### config.mk
export PLATFORM = sky130hd
export DESIGN_NAME = audio_noise_gate_flat
export DESIGN_NICKNAME = d
export VERILOG_FILES = /design/src/sv/ang_pkg.sv /design/src/sv/ang_in_if.sv /design/src/sv/ang_out_if.sv /design/src/sv/ang_regs.sv /design/src/sv/ang_div.sv /design/src/sv/ang_seq.sv /design/src/sv/audio_noise_gate.sv /design/src/flat_wrapper.sv
export SDC_FILE = /design/constraint.sdc
export NUM_CORES = 1
export LEC_CHECK = 0
export ABC_AREA = 1
export BUFFER_PORTS_ARGS = -buffer_cell sky130_fd_sc_hd__buf_2
export CAP_MARGIN = 20
export CORE_ASPECT_RATIO = 0.8
export CORE_UTILIZATION = 55
export CTS_CLUSTER_SIZE = 8
export DETAILED_ROUTE_END_ITERATION = 8
export PLACE_DENSITY = 0.76
export SYNTH_ARGS = -nofsm -noshare
export SYNTH_HDL_FRONTEND = slang
export SYNTH_SLANG_ARGS = --single-unit
### constraint.sdc
create_clock -name clk -period 8 [get_ports clk]
set_input_delay 0.8 -clock clk [delete_from_list [all_inputs] [get_ports clk]]
set_output_delay 0.8 -clock clk [all_outputs]
set_load 0.005 [all_outputs]
### src/sv/ang_pkg.sv
// Shared types, constants and register map of the audio noise gate.
package ang_pkg;

  parameter int SAMPLE_BITS_DEF    = 16;
  parameter int GAIN_FRAC_BITS_DEF = 16;

  parameter int THR_W  = 10;
  parameter int HOLD_W = 15;
  parameter int RAMP_W = 21;

  parameter int APB_ADDR_W = 5;
  parameter int APB_DATA_W = 32;

  parameter logic [THR_W-1:0]  OPEN_THR_RST   = 10'd500;
  parameter logic [THR_W-1:0]  CLOSE_HYST_RST = 10'd410;
  parameter logic [HOLD_W-1:0] HOLD_RST       = 15'd176;
  parameter logic [RAMP_W-1:0] RELEASE_RST    = 21'd44100;
  parameter logic [RAMP_W-1:0] ATTACK_RST     = 21'd0;

  parameter logic [HOLD_W-1:0] QUIET_MAX = {HOLD_W{1'b1}};

  typedef enum logic [2:0] {
    REG_OPEN_THR   = 3'd0,
    REG_CLOSE_HYST = 3'd1,
    REG_HOLD       = 3'd2,
    REG_RELEASE    = 3'd3,
    REG_ATTACK     = 3'd4
  } ang_reg_t;

  typedef enum logic [2:0] {
    ST_IDLE,
    ST_DECIDE,
    ST_DIV,
    ST_MUL_GAIN,
    ST_MUL_SAMPLE,
    ST_OUT
  } ang_state_t;

  typedef struct packed {
    logic [THR_W-1:0]  open_threshold;
    logic [THR_W-1:0]  close_hysteresis;
    logic [HOLD_W-1:0] hold_samples;
    logic [RAMP_W-1:0] release_samples;
    logic [RAMP_W-1:0] attack_samples;
  } ang_cfg_t;

endpackage

### src/sv/ang_in_if.sv
// Input stream channel carrying one audio sample per word.
interface ang_in_if #(
  parameter int SAMPLE_BITS = ang_pkg::SAMPLE_BITS_DEF
) ();
  logic                          valid;
  logic                          ready;
  logic signed [SAMPLE_BITS-1:0] sample_in;

  modport source (output valid, output sample_in, input ready);
  modport sink (input valid, input sample_in, output ready);
endinterface

### src/sv/ang_out_if.sv
// Output stream channel carrying one gated audio sample per word.
interface ang_out_if #(
  parameter int SAMPLE_BITS = ang_pkg::SAMPLE_BITS_DEF
) ();
  logic                          valid;
  logic                          ready;
  logic signed [SAMPLE_BITS-1:0] sample_out;

  modport source (output valid, output sample_out, input ready);
  modport sink (input valid, input sample_out, output ready);
endinterface

### src/sv/ang_regs.sv
// APB configuration register bank of the noise gate.
module ang_regs (
  input  logic                             clk,
  input  logic                             rst,
  input  logic                             psel,
  input  logic                             penable,
  input  logic                             pwrite,
  input  logic [ang_pkg::APB_ADDR_W-1:0]   paddr,
  input  logic [ang_pkg::APB_DATA_W-1:0]   pwdata,
  output logic [ang_pkg::APB_DATA_W-1:0]   prdata,
  output logic                             pready,
  output ang_pkg::ang_cfg_t                cfg
);

  ang_pkg::ang_reg_t reg_sel;
  logic              wr_en;

  assign reg_sel = ang_pkg::ang_reg_t'(paddr[ang_pkg::APB_ADDR_W-1:2]);
  assign pready  = 1'b1;
  assign wr_en   = psel && penable && pwrite && pready;

  always_ff @(posedge clk) begin
    if (rst) begin
      cfg.open_threshold   <= ang_pkg::OPEN_THR_RST;
      cfg.close_hysteresis <= ang_pkg::CLOSE_HYST_RST;
      cfg.hold_samples     <= ang_pkg::HOLD_RST;
      cfg.release_samples  <= ang_pkg::RELEASE_RST;
      cfg.attack_samples   <= ang_pkg::ATTACK_RST;
    end else if (wr_en) begin
      unique case (reg_sel)
        ang_pkg::REG_OPEN_THR: begin
          cfg.open_threshold <= pwdata[ang_pkg::THR_W-1:0];
        end
        ang_pkg::REG_CLOSE_HYST: begin
          cfg.close_hysteresis <= pwdata[ang_pkg::THR_W-1:0];
        end
        ang_pkg::REG_HOLD: begin
          cfg.hold_samples <= pwdata[ang_pkg::HOLD_W-1:0];
        end
        ang_pkg::REG_RELEASE: begin
          cfg.release_samples <= pwdata[ang_pkg::RAMP_W-1:0];
        end
        ang_pkg::REG_ATTACK: begin
          cfg.attack_samples <= pwdata[ang_pkg::RAMP_W-1:0];
        end
        default: begin
        end
      endcase
    end
  end

  always_comb begin
    unique case (reg_sel)
      ang_pkg::REG_OPEN_THR: begin
        prdata = ang_pkg::APB_DATA_W'(cfg.open_threshold);
      end
      ang_pkg::REG_CLOSE_HYST: begin
        prdata = ang_pkg::APB_DATA_W'(cfg.close_hysteresis);
      end
      ang_pkg::REG_HOLD: begin
        prdata = ang_pkg::APB_DATA_W'(cfg.hold_samples);
      end
      ang_pkg::REG_RELEASE: begin
        prdata = ang_pkg::APB_DATA_W'(cfg.release_samples);
      end
      ang_pkg::REG_ATTACK: begin
        prdata = ang_pkg::APB_DATA_W'(cfg.attack_samples);
      end
      default: begin
        prdata = '0;
      end
    endcase
  end

endmodule

### src/sv/ang_div.sv
// Serial restoring divider producing one ramp gain bit per cycle.
module ang_div #(
  parameter int GAIN_FRAC_BITS = ang_pkg::GAIN_FRAC_BITS_DEF
) (
  input  logic                             clk,
  input  logic                             rst,
  input  logic                             start,
  input  logic [ang_pkg::RAMP_W-1:0]       num,
  input  logic [ang_pkg::RAMP_W-1:0]       den,
  output logic                             done,
  output logic [GAIN_FRAC_BITS:0]          quot
);

  localparam int GW    = GAIN_FRAC_BITS + 1;
  localparam int REM_W = ang_pkg::RAMP_W + 1;
  localparam int CNT_W = $clog2(GAIN_FRAC_BITS + 1);

  logic                       busy;
  logic [CNT_W-1:0]           cnt;
  logic [REM_W-1:0]           rem;
  logic [ang_pkg::RAMP_W-1:0] den_r;
  logic [REM_W-1:0]           rem_sh;
  logic                       ge;
  logic                       last;

  // The numerator never exceeds the divisor, so the first step forms the
  // integer bit without a shift and each later step yields a fraction bit.
  assign rem_sh = (cnt == '0) ? rem : {rem[REM_W-2:0], 1'b0};
  assign ge     = rem_sh >= REM_W'(den_r);
  assign last   = cnt == CNT_W'(GAIN_FRAC_BITS);

  always_ff @(posedge clk) begin
    if (rst) begin
      busy <= 1'b0;
      done <= 1'b0;
    end else begin
      done <= busy && last;
      if (start) begin
        busy <= 1'b1;
      end else if (busy && last) begin
        busy <= 1'b0;
      end
    end
  end

  always_ff @(posedge clk) begin
    if (start) begin
      rem   <= REM_W'(num);
      den_r <= den;
      cnt   <= '0;
      quot  <= '0;
    end else if (busy) begin
      rem  <= ge ? (rem_sh - REM_W'(den_r)) : rem_sh;
      quot <= {quot[GW-2:0], ge};
      cnt  <= cnt + CNT_W'(1);
    end
  end

endmodule

### src/sv/ang_seq.sv
// Sequencer, gate state and shared multiplier of the noise gate.
module ang_seq #(
  parameter int SAMPLE_BITS    = ang_pkg::SAMPLE_BITS_DEF,
  parameter int GAIN_FRAC_BITS = ang_pkg::GAIN_FRAC_BITS_DEF
) (
  input  logic                          clk,
  input  logic                          rst,
  input  ang_pkg::ang_cfg_t             cfg,
  input  logic                          in_valid,
  output logic                          in_ready,
  input  logic [SAMPLE_BITS-1:0]        sample_in,
  output logic                          out_valid,
  input  logic                          out_ready,
  output logic [SAMPLE_BITS-1:0]        sample_out,
  output logic                          div_start,
  output logic [ang_pkg::RAMP_W-1:0]    div_num,
  output logic [ang_pkg::RAMP_W-1:0]    div_den,
  input  logic                          div_done,
  input  logic [GAIN_FRAC_BITS:0]       div_quot
);

  localparam int GW    = GAIN_FRAC_BITS + 1;
  localparam int MW    = (SAMPLE_BITS > GW) ? SAMPLE_BITS : GW;
  localparam int PW    = MW + GW;
  localparam int CMP_W = (SAMPLE_BITS > ang_pkg::THR_W) ? SAMPLE_BITS : ang_pkg::THR_W;
  localparam int RW    = ang_pkg::RAMP_W;
  localparam int HW    = ang_pkg::HOLD_W;
  localparam logic [GW-1:0] UNITY = {1'b1, {GAIN_FRAC_BITS{1'b0}}};

  ang_pkg::ang_state_t state, state_next;

  logic [HW-1:0]          quiet_count;
  logic [RW-1:0]          fade_count;
  logic [RW-1:0]          rise_count;
  logic [GW-1:0]          fade_gain;
  logic [GW-1:0]          rise_gain;
  logic                   armed;
  logic                   div_to_fade;

  logic                   neg;
  logic [SAMPLE_BITS-1:0] mag;
  logic [GW-1:0]          gain;
  logic [SAMPLE_BITS-1:0] mres;

  logic                   in_neg;
  logic [SAMPLE_BITS-1:0] in_mag;
  logic                   below_hyst;
  logic                   below_open;
  logic                   quiet;
  logic [HW-1:0]          qc_inc;
  logic                   hold_met;
  logic                   fade_step;
  logic                   rise_step;
  logic                   need_div;
  logic                   out_load;
  logic [MW-1:0]          mul_a;
  logic [GW-1:0]          mul_b;
  logic [PW-1:0]          prod;

  assign in_neg = sample_in[SAMPLE_BITS-1];
  assign in_mag = in_neg ? SAMPLE_BITS'(~sample_in + SAMPLE_BITS'(1)) : sample_in;

  assign below_hyst = CMP_W'(mag) < CMP_W'(cfg.close_hysteresis);
  assign below_open = CMP_W'(mag) < CMP_W'(cfg.open_threshold);
  assign quiet      = armed ? below_hyst : below_open;
  assign qc_inc     = (quiet_count == ang_pkg::QUIET_MAX) ? quiet_count
                                                           : quiet_count + HW'(1);
  assign hold_met   = qc_inc >= cfg.hold_samples;
  assign fade_step  = (cfg.release_samples != '0) && (fade_count < cfg.release_samples);
  assign rise_step  = (cfg.attack_samples != '0) && (rise_count < cfg.attack_samples);
  assign need_div   = quiet ? (hold_met && fade_step) : rise_step;
  assign div_num    = quiet ? (cfg.release_samples - fade_count - RW'(1))
                            : (rise_count + RW'(1));
  assign div_den    = quiet ? cfg.release_samples : cfg.attack_samples;

  assign prod = PW'(mul_a) * PW'(mul_b);

  always_comb begin
    state_next = state;
    unique case (state)
      ang_pkg::ST_IDLE: begin
        if (in_valid) begin
          state_next = ang_pkg::ST_DECIDE;
        end
      end
      ang_pkg::ST_DECIDE: begin
        state_next = need_div ? ang_pkg::ST_DIV : ang_pkg::ST_MUL_GAIN;
      end
      ang_pkg::ST_DIV: begin
        if (div_done) begin
          state_next = ang_pkg::ST_MUL_GAIN;
        end
      end
      ang_pkg::ST_MUL_GAIN: begin
        state_next = ang_pkg::ST_MUL_SAMPLE;
      end
      ang_pkg::ST_MUL_SAMPLE: begin
        state_next = ang_pkg::ST_OUT;
      end
      ang_pkg::ST_OUT: begin
        if (!out_valid || out_ready) begin
          state_next = ang_pkg::ST_IDLE;
        end
      end
      default: begin
        state_next = ang_pkg::ST_IDLE;
      end
    endcase
  end

  always_comb begin
    in_ready  = 1'b0;
    div_start = 1'b0;
    out_load  = 1'b0;
    mul_a     = MW'(rise_gain);
    mul_b     = fade_gain;
    unique case (state)
      ang_pkg::ST_IDLE: begin
        in_ready = 1'b1;
      end
      ang_pkg::ST_DECIDE: begin
        div_start = need_div;
      end
      ang_pkg::ST_MUL_SAMPLE: begin
        mul_a = MW'(mag);
        mul_b = gain;
      end
      ang_pkg::ST_OUT: begin
        out_load = !out_valid || out_ready;
      end
      default: begin
      end
    endcase
  end

  always_ff @(posedge clk) begin
    if (rst) begin
      state     <= ang_pkg::ST_IDLE;
      out_valid <= 1'b0;
    end else begin
      state <= state_next;
      if (out_load) begin
        out_valid <= 1'b1;
      end else if (out_ready) begin
        out_valid <= 1'b0;
      end
    end
  end

  always_ff @(posedge clk) begin
    if (rst) begin
      quiet_count <= '0;
      fade_count  <= '0;
      rise_count  <= '0;
      fade_gain   <= UNITY;
      rise_gain   <= UNITY;
      armed       <= 1'b0;
    end else begin
      unique case (state)
        ang_pkg::ST_DECIDE: begin
          if (quiet) begin
            quiet_count <= qc_inc;
            if (hold_met) begin
              if (below_hyst) begin
                rise_count <= '0;
                rise_gain  <= UNITY;
                armed      <= 1'b0;
              end
              if (fade_step) begin
                fade_count <= fade_count + RW'(1);
              end else if (cfg.release_samples == '0) begin
                fade_gain <= '0;
              end
            end
          end else begin
            quiet_count <= '0;
            fade_count  <= '0;
            fade_gain   <= UNITY;
            armed       <= 1'b1;
            if (rise_step) begin
              rise_count <= rise_count + RW'(1);
            end else begin
              rise_gain <= UNITY;
            end
          end
        end
        ang_pkg::ST_DIV: begin
          if (div_done) begin
            if (div_to_fade) begin
              fade_gain <= div_quot;
            end else begin
              rise_gain <= div_quot;
            end
          end
        end
        default: begin
        end
      endcase
    end
  end

  always_ff @(posedge clk) begin
    if (in_valid && in_ready) begin
      neg <= in_neg;
      mag <= in_mag;
    end
    if (state == ang_pkg::ST_DECIDE) begin
      div_to_fade <= quiet;
    end
    if (state == ang_pkg::ST_MUL_GAIN) begin
      gain <= prod[GAIN_FRAC_BITS +: GW];
    end
    if (state == ang_pkg::ST_MUL_SAMPLE) begin
      mres <= prod[GAIN_FRAC_BITS +: SAMPLE_BITS];
    end
    if (out_load) begin
      sample_out <= neg ? SAMPLE_BITS'(~mres + SAMPLE_BITS'(1)) : mres;
    end
  end

endmodule

### src/sv/audio_noise_gate.sv
// Top level of the noise gate: register bank, sequencer and ramp divider.
// An accepted word passes through the decide, gain multiply, sample multiply and output
// states, with a divide state after decide when a ramp step divides for a gain.
// A new word is taken only after the last one has been loaded for output, and waits
// on the serial divider, which yields one gain bit per cycle, and on a waiting output word.
// Synchronous reset restores the register defaults and opens the gate at unity.
module audio_noise_gate #(
  parameter int SAMPLE_BITS    = ang_pkg::SAMPLE_BITS_DEF,
  parameter int GAIN_FRAC_BITS = ang_pkg::GAIN_FRAC_BITS_DEF
) (
  input  logic                           clk,
  input  logic                           rst,
  ang_in_if.sink                         din,
  ang_out_if.source                      dout,
  input  logic                           psel,
  input  logic                           penable,
  input  logic                           pwrite,
  input  logic [ang_pkg::APB_ADDR_W-1:0] paddr,
  input  logic [ang_pkg::APB_DATA_W-1:0] pwdata,
  output logic [ang_pkg::APB_DATA_W-1:0] prdata,
  output logic                           pready
);

  ang_pkg::ang_cfg_t           cfg;
  logic                        div_start;
  logic [ang_pkg::RAMP_W-1:0]  div_num;
  logic [ang_pkg::RAMP_W-1:0]  div_den;
  logic                        div_done;
  logic [GAIN_FRAC_BITS:0]     div_quot;
  logic [SAMPLE_BITS-1:0]      sample_out;

  assign dout.sample_out = sample_out;

  ang_regs u_regs (
    .clk     (clk),
    .rst     (rst),
    .psel    (psel),
    .penable (penable),
    .pwrite  (pwrite),
    .paddr   (paddr),
    .pwdata  (pwdata),
    .prdata  (prdata),
    .pready  (pready),
    .cfg     (cfg)
  );

  ang_seq #(
    .SAMPLE_BITS    (SAMPLE_BITS),
    .GAIN_FRAC_BITS (GAIN_FRAC_BITS)
  ) u_seq (
    .clk        (clk),
    .rst        (rst),
    .cfg        (cfg),
    .in_valid   (din.valid),
    .in_ready   (din.ready),
    .sample_in  (din.sample_in),
    .out_valid  (dout.valid),
    .out_ready  (dout.ready),
    .sample_out (sample_out),
    .div_start  (div_start),
    .div_num    (div_num),
    .div_den    (div_den),
    .div_done   (div_done),
    .div_quot   (div_quot)
  );

  ang_div #(
    .GAIN_FRAC_BITS (GAIN_FRAC_BITS)
  ) u_div (
    .clk   (clk),
    .rst   (rst),
    .start (div_start),
    .num   (div_num),
    .den   (div_den),
    .done  (div_done),
    .quot  (div_quot)
  );

endmodule

### src/flat_wrapper.sv
// flat-port wrapper written by rule: the top's interface ports become plain ports
module audio_noise_gate_flat 
#(
  parameter int SAMPLE_BITS    = ang_pkg::SAMPLE_BITS_DEF,
  parameter int GAIN_FRAC_BITS = ang_pkg::GAIN_FRAC_BITS_DEF
)
  (clk, rst, psel, penable, pwrite, paddr, pwdata, prdata, pready, din_valid, din_sample_in, din_ready, dout_valid, dout_sample_out, dout_ready);
  ang_in_if #(.SAMPLE_BITS(SAMPLE_BITS)) din_i ();
  ang_out_if #(.SAMPLE_BITS(SAMPLE_BITS)) dout_i ();
  input  logic clk;
  input  logic rst;
  input  logic psel;
  input  logic penable;
  input  logic pwrite;
  input  logic [ang_pkg::APB_ADDR_W-1:0] paddr;
  input  logic [ang_pkg::APB_DATA_W-1:0] pwdata;
  output logic [ang_pkg::APB_DATA_W-1:0] prdata;
  output logic pready;
  input wire logic [$bits(din_i.valid)-1:0] din_valid;
  input wire logic [$bits(din_i.sample_in)-1:0] din_sample_in;
  output wire logic [$bits(din_i.ready)-1:0] din_ready;
  output wire logic [$bits(dout_i.valid)-1:0] dout_valid;
  output wire logic [$bits(dout_i.sample_out)-1:0] dout_sample_out;
  input wire logic [$bits(dout_i.ready)-1:0] dout_ready;
  assign din_i.valid = din_valid;
  assign din_i.sample_in = din_sample_in;
  assign din_ready = din_i.ready;
  assign dout_valid = dout_i.valid;
  assign dout_sample_out = dout_i.sample_out;
  assign dout_i.ready = dout_ready;
  audio_noise_gate #(.SAMPLE_BITS(SAMPLE_BITS), .GAIN_FRAC_BITS(GAIN_FRAC_BITS)) u_core (.clk(clk), .rst(rst), .din(din_i), .dout(dout_i), .psel(psel), .penable(penable), .pwrite(pwrite), .paddr(paddr), .pwdata(pwdata), .prdata(prdata), .pready(pready));
endmodule
=== Word-level counts from Yosys, hierarchy flattened ===
Cells that the tools add are included.

* Multipliers: 1
* $add $sub $neg: 9
* Reductions and logical operators: 31
* Magnitude comparators: 6
* Eq/ne operators: 24
* Mux-type cells: 51
* Bitwise gates (word level): 2

{| class="wikitable"
|+ Operator list
! kind !! count
|-
| 2-to-1 mux 17 bit || 14
|-
| 2-to-1 mux 21 bit || 11
|-
| one-hot mux 21 bit (5 select lines) || 1
|-
| one-hot mux 17 bit (2 select lines) || 2
|-
| 2-to-1 mux 15 bit || 3
|-
| 2-to-1 mux 22 bit || 2
|-
| adder 21 x 1 -> 21 bit, second input constant || 2
|-
| less-than comparator 21 bit || 2
|-
| nonzero test 21 bit || 2
|-
| multiplier 17 x 17 -> 33 bit || 1
|-
| adder 16 x 1 -> 16 bit, second input constant || 2
|-
| less-than comparator 16 x 10 -> 1 bit || 2
|-
| inverter 16 bit || 2
|-
| greater-or-equal comparator 22 x 21 -> 1 bit || 1
|-
| subtractor 22 x 21 -> 22 bit || 1
|-
| zero test 21 bit || 1
|-
| subtractor 21 x 1 -> 21 bit, second input constant || 1
|-
| subtractor 21 bit || 1
|-
| one-hot mux 3 bit (6 select lines) || 1
|-
| 2-to-1 mux 16 bit || 1
|-
| adder 15 x 1 -> 15 bit, second input constant || 1
|-
| == test 15 bit, second input constant || 1
|-
| greater-or-equal comparator 15 bit || 1
|-
| != test 3 bit, second input constant || 5
|-
| other kinds (19) || 63
|}

* Logic and storage cells: 151
* Register bits: 307
* Input bits: 60

=== Logic depth before layout (Yosys ltp) ===
* Word-level depth: 7
* Gate-level depth with buffers: 32

=== Cells and area by module ===
A second synthesis with hierarchy kept.

* Cells, all modules: 4165
* Area, all modules: 29524.6 um^2

{| class="wikitable"
|+ By module, submodules not included
! module !! instances !! cells each !! seq. area each (um^2) !! area an instance (um^2)
|-
| ang_seq || 1 || 2872 || 3933.8 || 21022.7
|-
| ang_div || 1 || 692 || 1761.7 || 4698.3
|-
| ang_regs || 1 || 601 || 1541.5 || 3803.6
|}

=== Worst setup path after synthesis ===
Ideal clock, no wire load.

* Path kind: register to register
* Start: register u_core.u_seq.state[1]
* End: register u_core.u_seq.gain[16], data pin
* Path buffers: 2
* Required time: 7.735 ns
* Stages on the path, launching flop included: 28
* Slack: 1.203 ns
* Clock period less this slack: 6.797 ns
* Setup time: 0.265 ns
* Data arrival time: 6.532 ns
* Path through: dfxtp_1 -> nor2_1 -> inv_1 -> nor2_2 -> inv_2 -> clkbuf_1 -> o21ai_0 -> clkbuf_1 -> nand2_1 -> fa_1 -> inv_1 -> fa_1 -> inv_1 -> fa_1 -> inv_1 -> fa_1 -> fa_1 -> inv_1 -> fa_1 -> inv_1 -> ha_1 -> nand2_1 -> nor2_1 -> a211oi_1 -> nand2_1 -> a21oi_1 -> o21ai_0 -> xor2_1

* Cells in the longest elaborated chain, start to end: 3
* Elaborated cells on any way between the ends: 4
* Classes of those cells: mul (1); eq/ne (1); mux (2)

{| class="wikitable"
|+ Ends and longest elaborated chain
! element !! RTL line !! RTL
|-
| from (decl) || ang_seq.sv:30 || <nowiki>ang_pkg::ang_state_t state, state_next;</nowiki>
|-
| from (signal assigned) || ang_seq.sv:138 || <nowiki>state <= ang_pkg::ST_IDLE;</nowiki>
|-
| from (signal assigned) || ang_seq.sv:141 || <nowiki>state <= state_next;</nowiki>
|-
| == test 3 bit * || ang_seq.sv:117 || <nowiki>unique case (state)</nowiki>
|-
| 2-to-1 mux 17 bit || ang_seq.sv:117 ||
|-
| multiplier 17 x 17 -> 33 bit * || ang_seq.sv:76 || <nowiki>assign prod = PW'(mul_a) * PW'(mul_b);</nowiki>
|-
| net u_core.u_seq.prod[32] || ang_seq.sv:58 || <nowiki>logic [PW-1:0] prod;</nowiki>
|-
| to (signal assigned) || ang_seq.sv:211 || <nowiki>gain <= prod[GAIN_FRAC_BITS +: GW];</nowiki>
|-
| to (decl) || ang_seq.sv:42 || <nowiki>logic [GW-1:0] gain;</nowiki>
|}

The timed path passes the listed nets; every way through them passes the cells marked *.
A chain may end at the register's enable or synchronous reset.

=== Worst setup path after layout ===
* Start: register u_core.u_seq.state[1]
* End: register u_core.u_seq.gain[3], data pin

Same word-level chain as after synthesis.

==> flow_summary.json <==
{
  "rsz0062_at_grt": "no",
  "p_leak_nw": 14.4,
  "holdWs_ps": 469,
  "h-tree-depth": 2,
  "die_w_um": 254,
  "remaining_drc_errors": 0,
  "grt.total_usage_pct": 31.3,
  "p_per_area_nw_per_um2": 366,
  "cp_slowest_cell": "fa_1",
  "route.top_layer_used": "met4",
  "maxCapViolations": 0,
  "holdCritPathClass": "flip-flop to flip-flop",
  "synth_cells": 3766,
  "wl_met2_mm": 31.6,
  "wirelength_met1_mm": 36.2,
  "drt-total-wl_mm": 79.2,
  "antenna_cells": 0,
  "path_delay_family": "adder cells",
  "skew_ps": 22.8,
  "layout_commonest_cell": "nand2_1",
  "fin_tns_setup_ps": 0,
  "cts_inserted_buffers": 44,
  "min_period_ps": 7650,
  "syn_area_um2": 28000,
  "outcome": "complete, no violations",
  "p_int_mw": 5.42,
  "crit_fanout": 40,
  "criticalPathCategory": "flip-flop to flip-flop",
  "yosysWarningCount": 0,
  "p_total_mw": 11.1,
  "maxSlewHeadroom_pct": 27.0,
  "drt-wirelength-per-cell_um": 17.5,
  "route.met3.wl_mm": 9.60,
  "fp.dieH_um": 204,
  "root_buffer": "clkbuf_16",
  "grt_pass1_wl_mm": 127,
  "grt_max_degree": 88,
  "hold_viol": 0,
  "switching_share_pct": 51.2,
  "crit_arrival_ps": 7920,
  "portBuffers": 85,
  "drt_iter0_drc": 2714,
  "path_clk_slew_ps": 50,
  "timing.fmax_mhz": 131,
  "cts_hold_buf": 0,
  "tightest_slew_ps": 1080,
  "drtPass1Iterations": 5,
  "die_area_um2": 51800,
  "synth_cell_types": 53,
  "grt-ovfl-total": 0,
  "endpoint_kind": "flip-flop",
  "setup-violations-final": 0,
  "drive_above_1_share_pct": 5.98,
  "pin_count": 111,
  "rows": 73,
  "cts.sinks": 307,
  "yosysSeqAreaShare_pct": 25.8,
  "ant_nets": 0,
  "irDropWorstVdd_mv": 0.290,
  "combPwrFrac_pct": 63.6,
  "clockBufferDepth": 3,
  "start_util_pct": 56.0,
  "pwr-share-clk_pct": 15.3,
  "slew_viol_final": 0,
  "ys_ff_latch": 307,
  "clk_latency_ps": 560,
  "nFillCells": 4506,
  "place.gp.congestion": 1.06,
  "synth_area_per_cell_um2": 7.44,
  "dp.final_hpwl_mm": 62.4,
  "nets": 4330,
  "cp_num_buf_inv": 8,
  "area_growth_syn_to_layout_pct": 8.27,
  "cp-start-kind": "flip-flop",
  "cp.required_ps": 8270,
  "grt_pass1_vias": 23500,
  "critPathMaxStageDelay_ps": 570,
  "final_cell_mix": "nand2_1 (828), inv_1 (703), nor2_1 (373)",
  "netSwitchingPower_mw": 5.68,
  "vias_per_cell": 5.54,
  "vias": 25000,
  "cts_tree": "done",
  "antenna_found_initial": 0,
  "power.share.sequential_pct": 21.1,
  "post-route-period-util_pct": 95.6,
  "core_area_um2": 50000
}
-- per-layer routing --
layer | global-route usage [%] | up-vias
li1 | - | 12000
met1 | 47.9 | 11700
met2 | 43.2 | 1198
met3 | 8.28 | 131
met4 | 7.96 | 0
met5 | 0 | -
-- flip-flops by register name (all words and copies together), names as in the netlist, 3 cells and up --
register,count
u_core.u_div.cnt,5
u_core.u_div.den_r,21
u_core.u_div.quot,17
u_core.u_div.rem,22
u_core.u_regs.cfg,77
u_core.u_seq.fade_count,21
u_core.u_seq.fade_gain,17
u_core.u_seq.gain,17
u_core.u_seq.mag,16
u_core.u_seq.mres,16
u_core.u_seq.quiet_count,15
u_core.u_seq.rise_count,21
u_core.u_seq.rise_gain,17
u_core.u_seq.sample_out,16
u_core.u_seq.state,3
-- final timing paths --
| check | start | to | slack [ps] | cells past startpoint |
|---|---|---|---|---|
| hold reg to reg | u_core.u_seq.fade_gain[12] | u_core.u_seq.fade_gain[12] | 470 | 2 |
| hold / removal | u_core.u_seq.fade_gain[12] | u_core.u_seq.fade_gain[12] | 470 | 2 |
| setup / recovery | u_core.u_seq.state[1] | u_core.u_seq.gain[3] | 350 | 26 |
| setup reg to reg | u_core.u_seq.state[1] | u_core.u_seq.gain[3] | 350 | 26 |
-- logic make-up after synthesis --
kind of cell,after synthesis,share of synthesized area (%)
buffers and inverters,848,11.8
and+or+nand+nor,1425,20.6
other,2,0.0268
adders and majority gates,446,25.9
AOI/OAI and AO/OA,640,12.8
DFF,307,25.8
xor gates and xnor gates,98,3.07
-- area by class of cell --
type | count | area [um2] | area share (%)
clock buffer | 63 | 1180 | 3.90
clock inverter | 2 | 35.0 | 0.116
inverter | 720 | 2700 | 8.92
multi-input combinational | 2621 | 17500 | 57.8
sequential | 307 | 7240 | 23.9
tap | 675 | 845 | 2.79
timing repair buffer | 130 | 796 | 2.62
-- synthesized netlist by cell type (all sizes together) --
cell / instances / share of area [%]
o221ai: 5 / 0.16
o21a: 2 / 0.054
a21o: 11 / 0.29
o21ai: 266 / 4.9
nand2: 834 / 11
o22ai: 15 / 0.34
xor2: 57 / 1.8
a31oi: 14 / 0.31
a22oi: 3 / 0.080
buf: 56 / 1.1
nor3b: 4 / 0.13
nor4: 11 / 0.25
nand4: 42 / 0.94
nor3: 52 / 0.97
o211ai: 53 / 1.4
conb: 2 / 0.027
o21bai: 10 / 0.27
ha: 223 / 10
o31ai: 3 / 0.080
fa: 223 / 16
and2: 2 / 0.045
a21boi: 5 / 0.13
a211oi: 2 / 0.054
nand3b: 3 / 0.080
clkbuf: 72 / 0.97
edfxtp: 109 / 12
nand3: 91 / 1.6
xnor2: 41 / 1.3
nor2: 378 / 5.1
a21oi: 239 / 4.3
dfxtp: 198 / 14
or2: 8 / 0.18
o2111ai: 1 / 0.031
inv: 720 / 9.7
a221oi: 11 / 0.34
-- worst register-to-register path: cells and delay by family, from the launching register on --
kind | cells | cell delay [ps]
adder cells (fa/ha/maj) | 7 | 3490
buffers and inverters | 8 | 1310
AND/OR/NAND/NOR | 8 | 860
AO/OA/AOI/OAI | 2 | 790
flip-flops | 1 | 480
XOR/XNOR | 1 | 450
-- power groups by stage --
| stage | clock (mW) | sequential (mW) | combinational (mW) |
|---|---|---|---|
| after floorplan | 0 | 2.30 | 4.78 |
| after global placement | 0 | 2.36 | 6.73 |
| after detailed placement | 0 | 2.37 | 6.79 |
| after CTS | 1.71 | 2.34 | 6.90 |
| after global routing | 1.77 | 2.37 | 7.96 |
| final | 1.70 | 2.35 | 7.06 |
-- through the flow --
stage	cell area [um2]	setup WS (ps)	utilization (%)	cells
after floorplan	28000	1200	-	3776
after CTS	30300	507	60.6	4516
after detailed placement	29100	541	58.2	4451
after global routing	30300	27.9	60.7	4518
final	30300	352	60.7	4518
after global placement	29100	616	58.2	4451
-- what timing repair did --
item | 4_1_cts | 5_1_grt
resized for setup | 0 | 1
endpoints found under the setup margin | 0 | 1
setup buffers | 0 | 0
No activity file was read; power rests on OpenSTA's default activity.
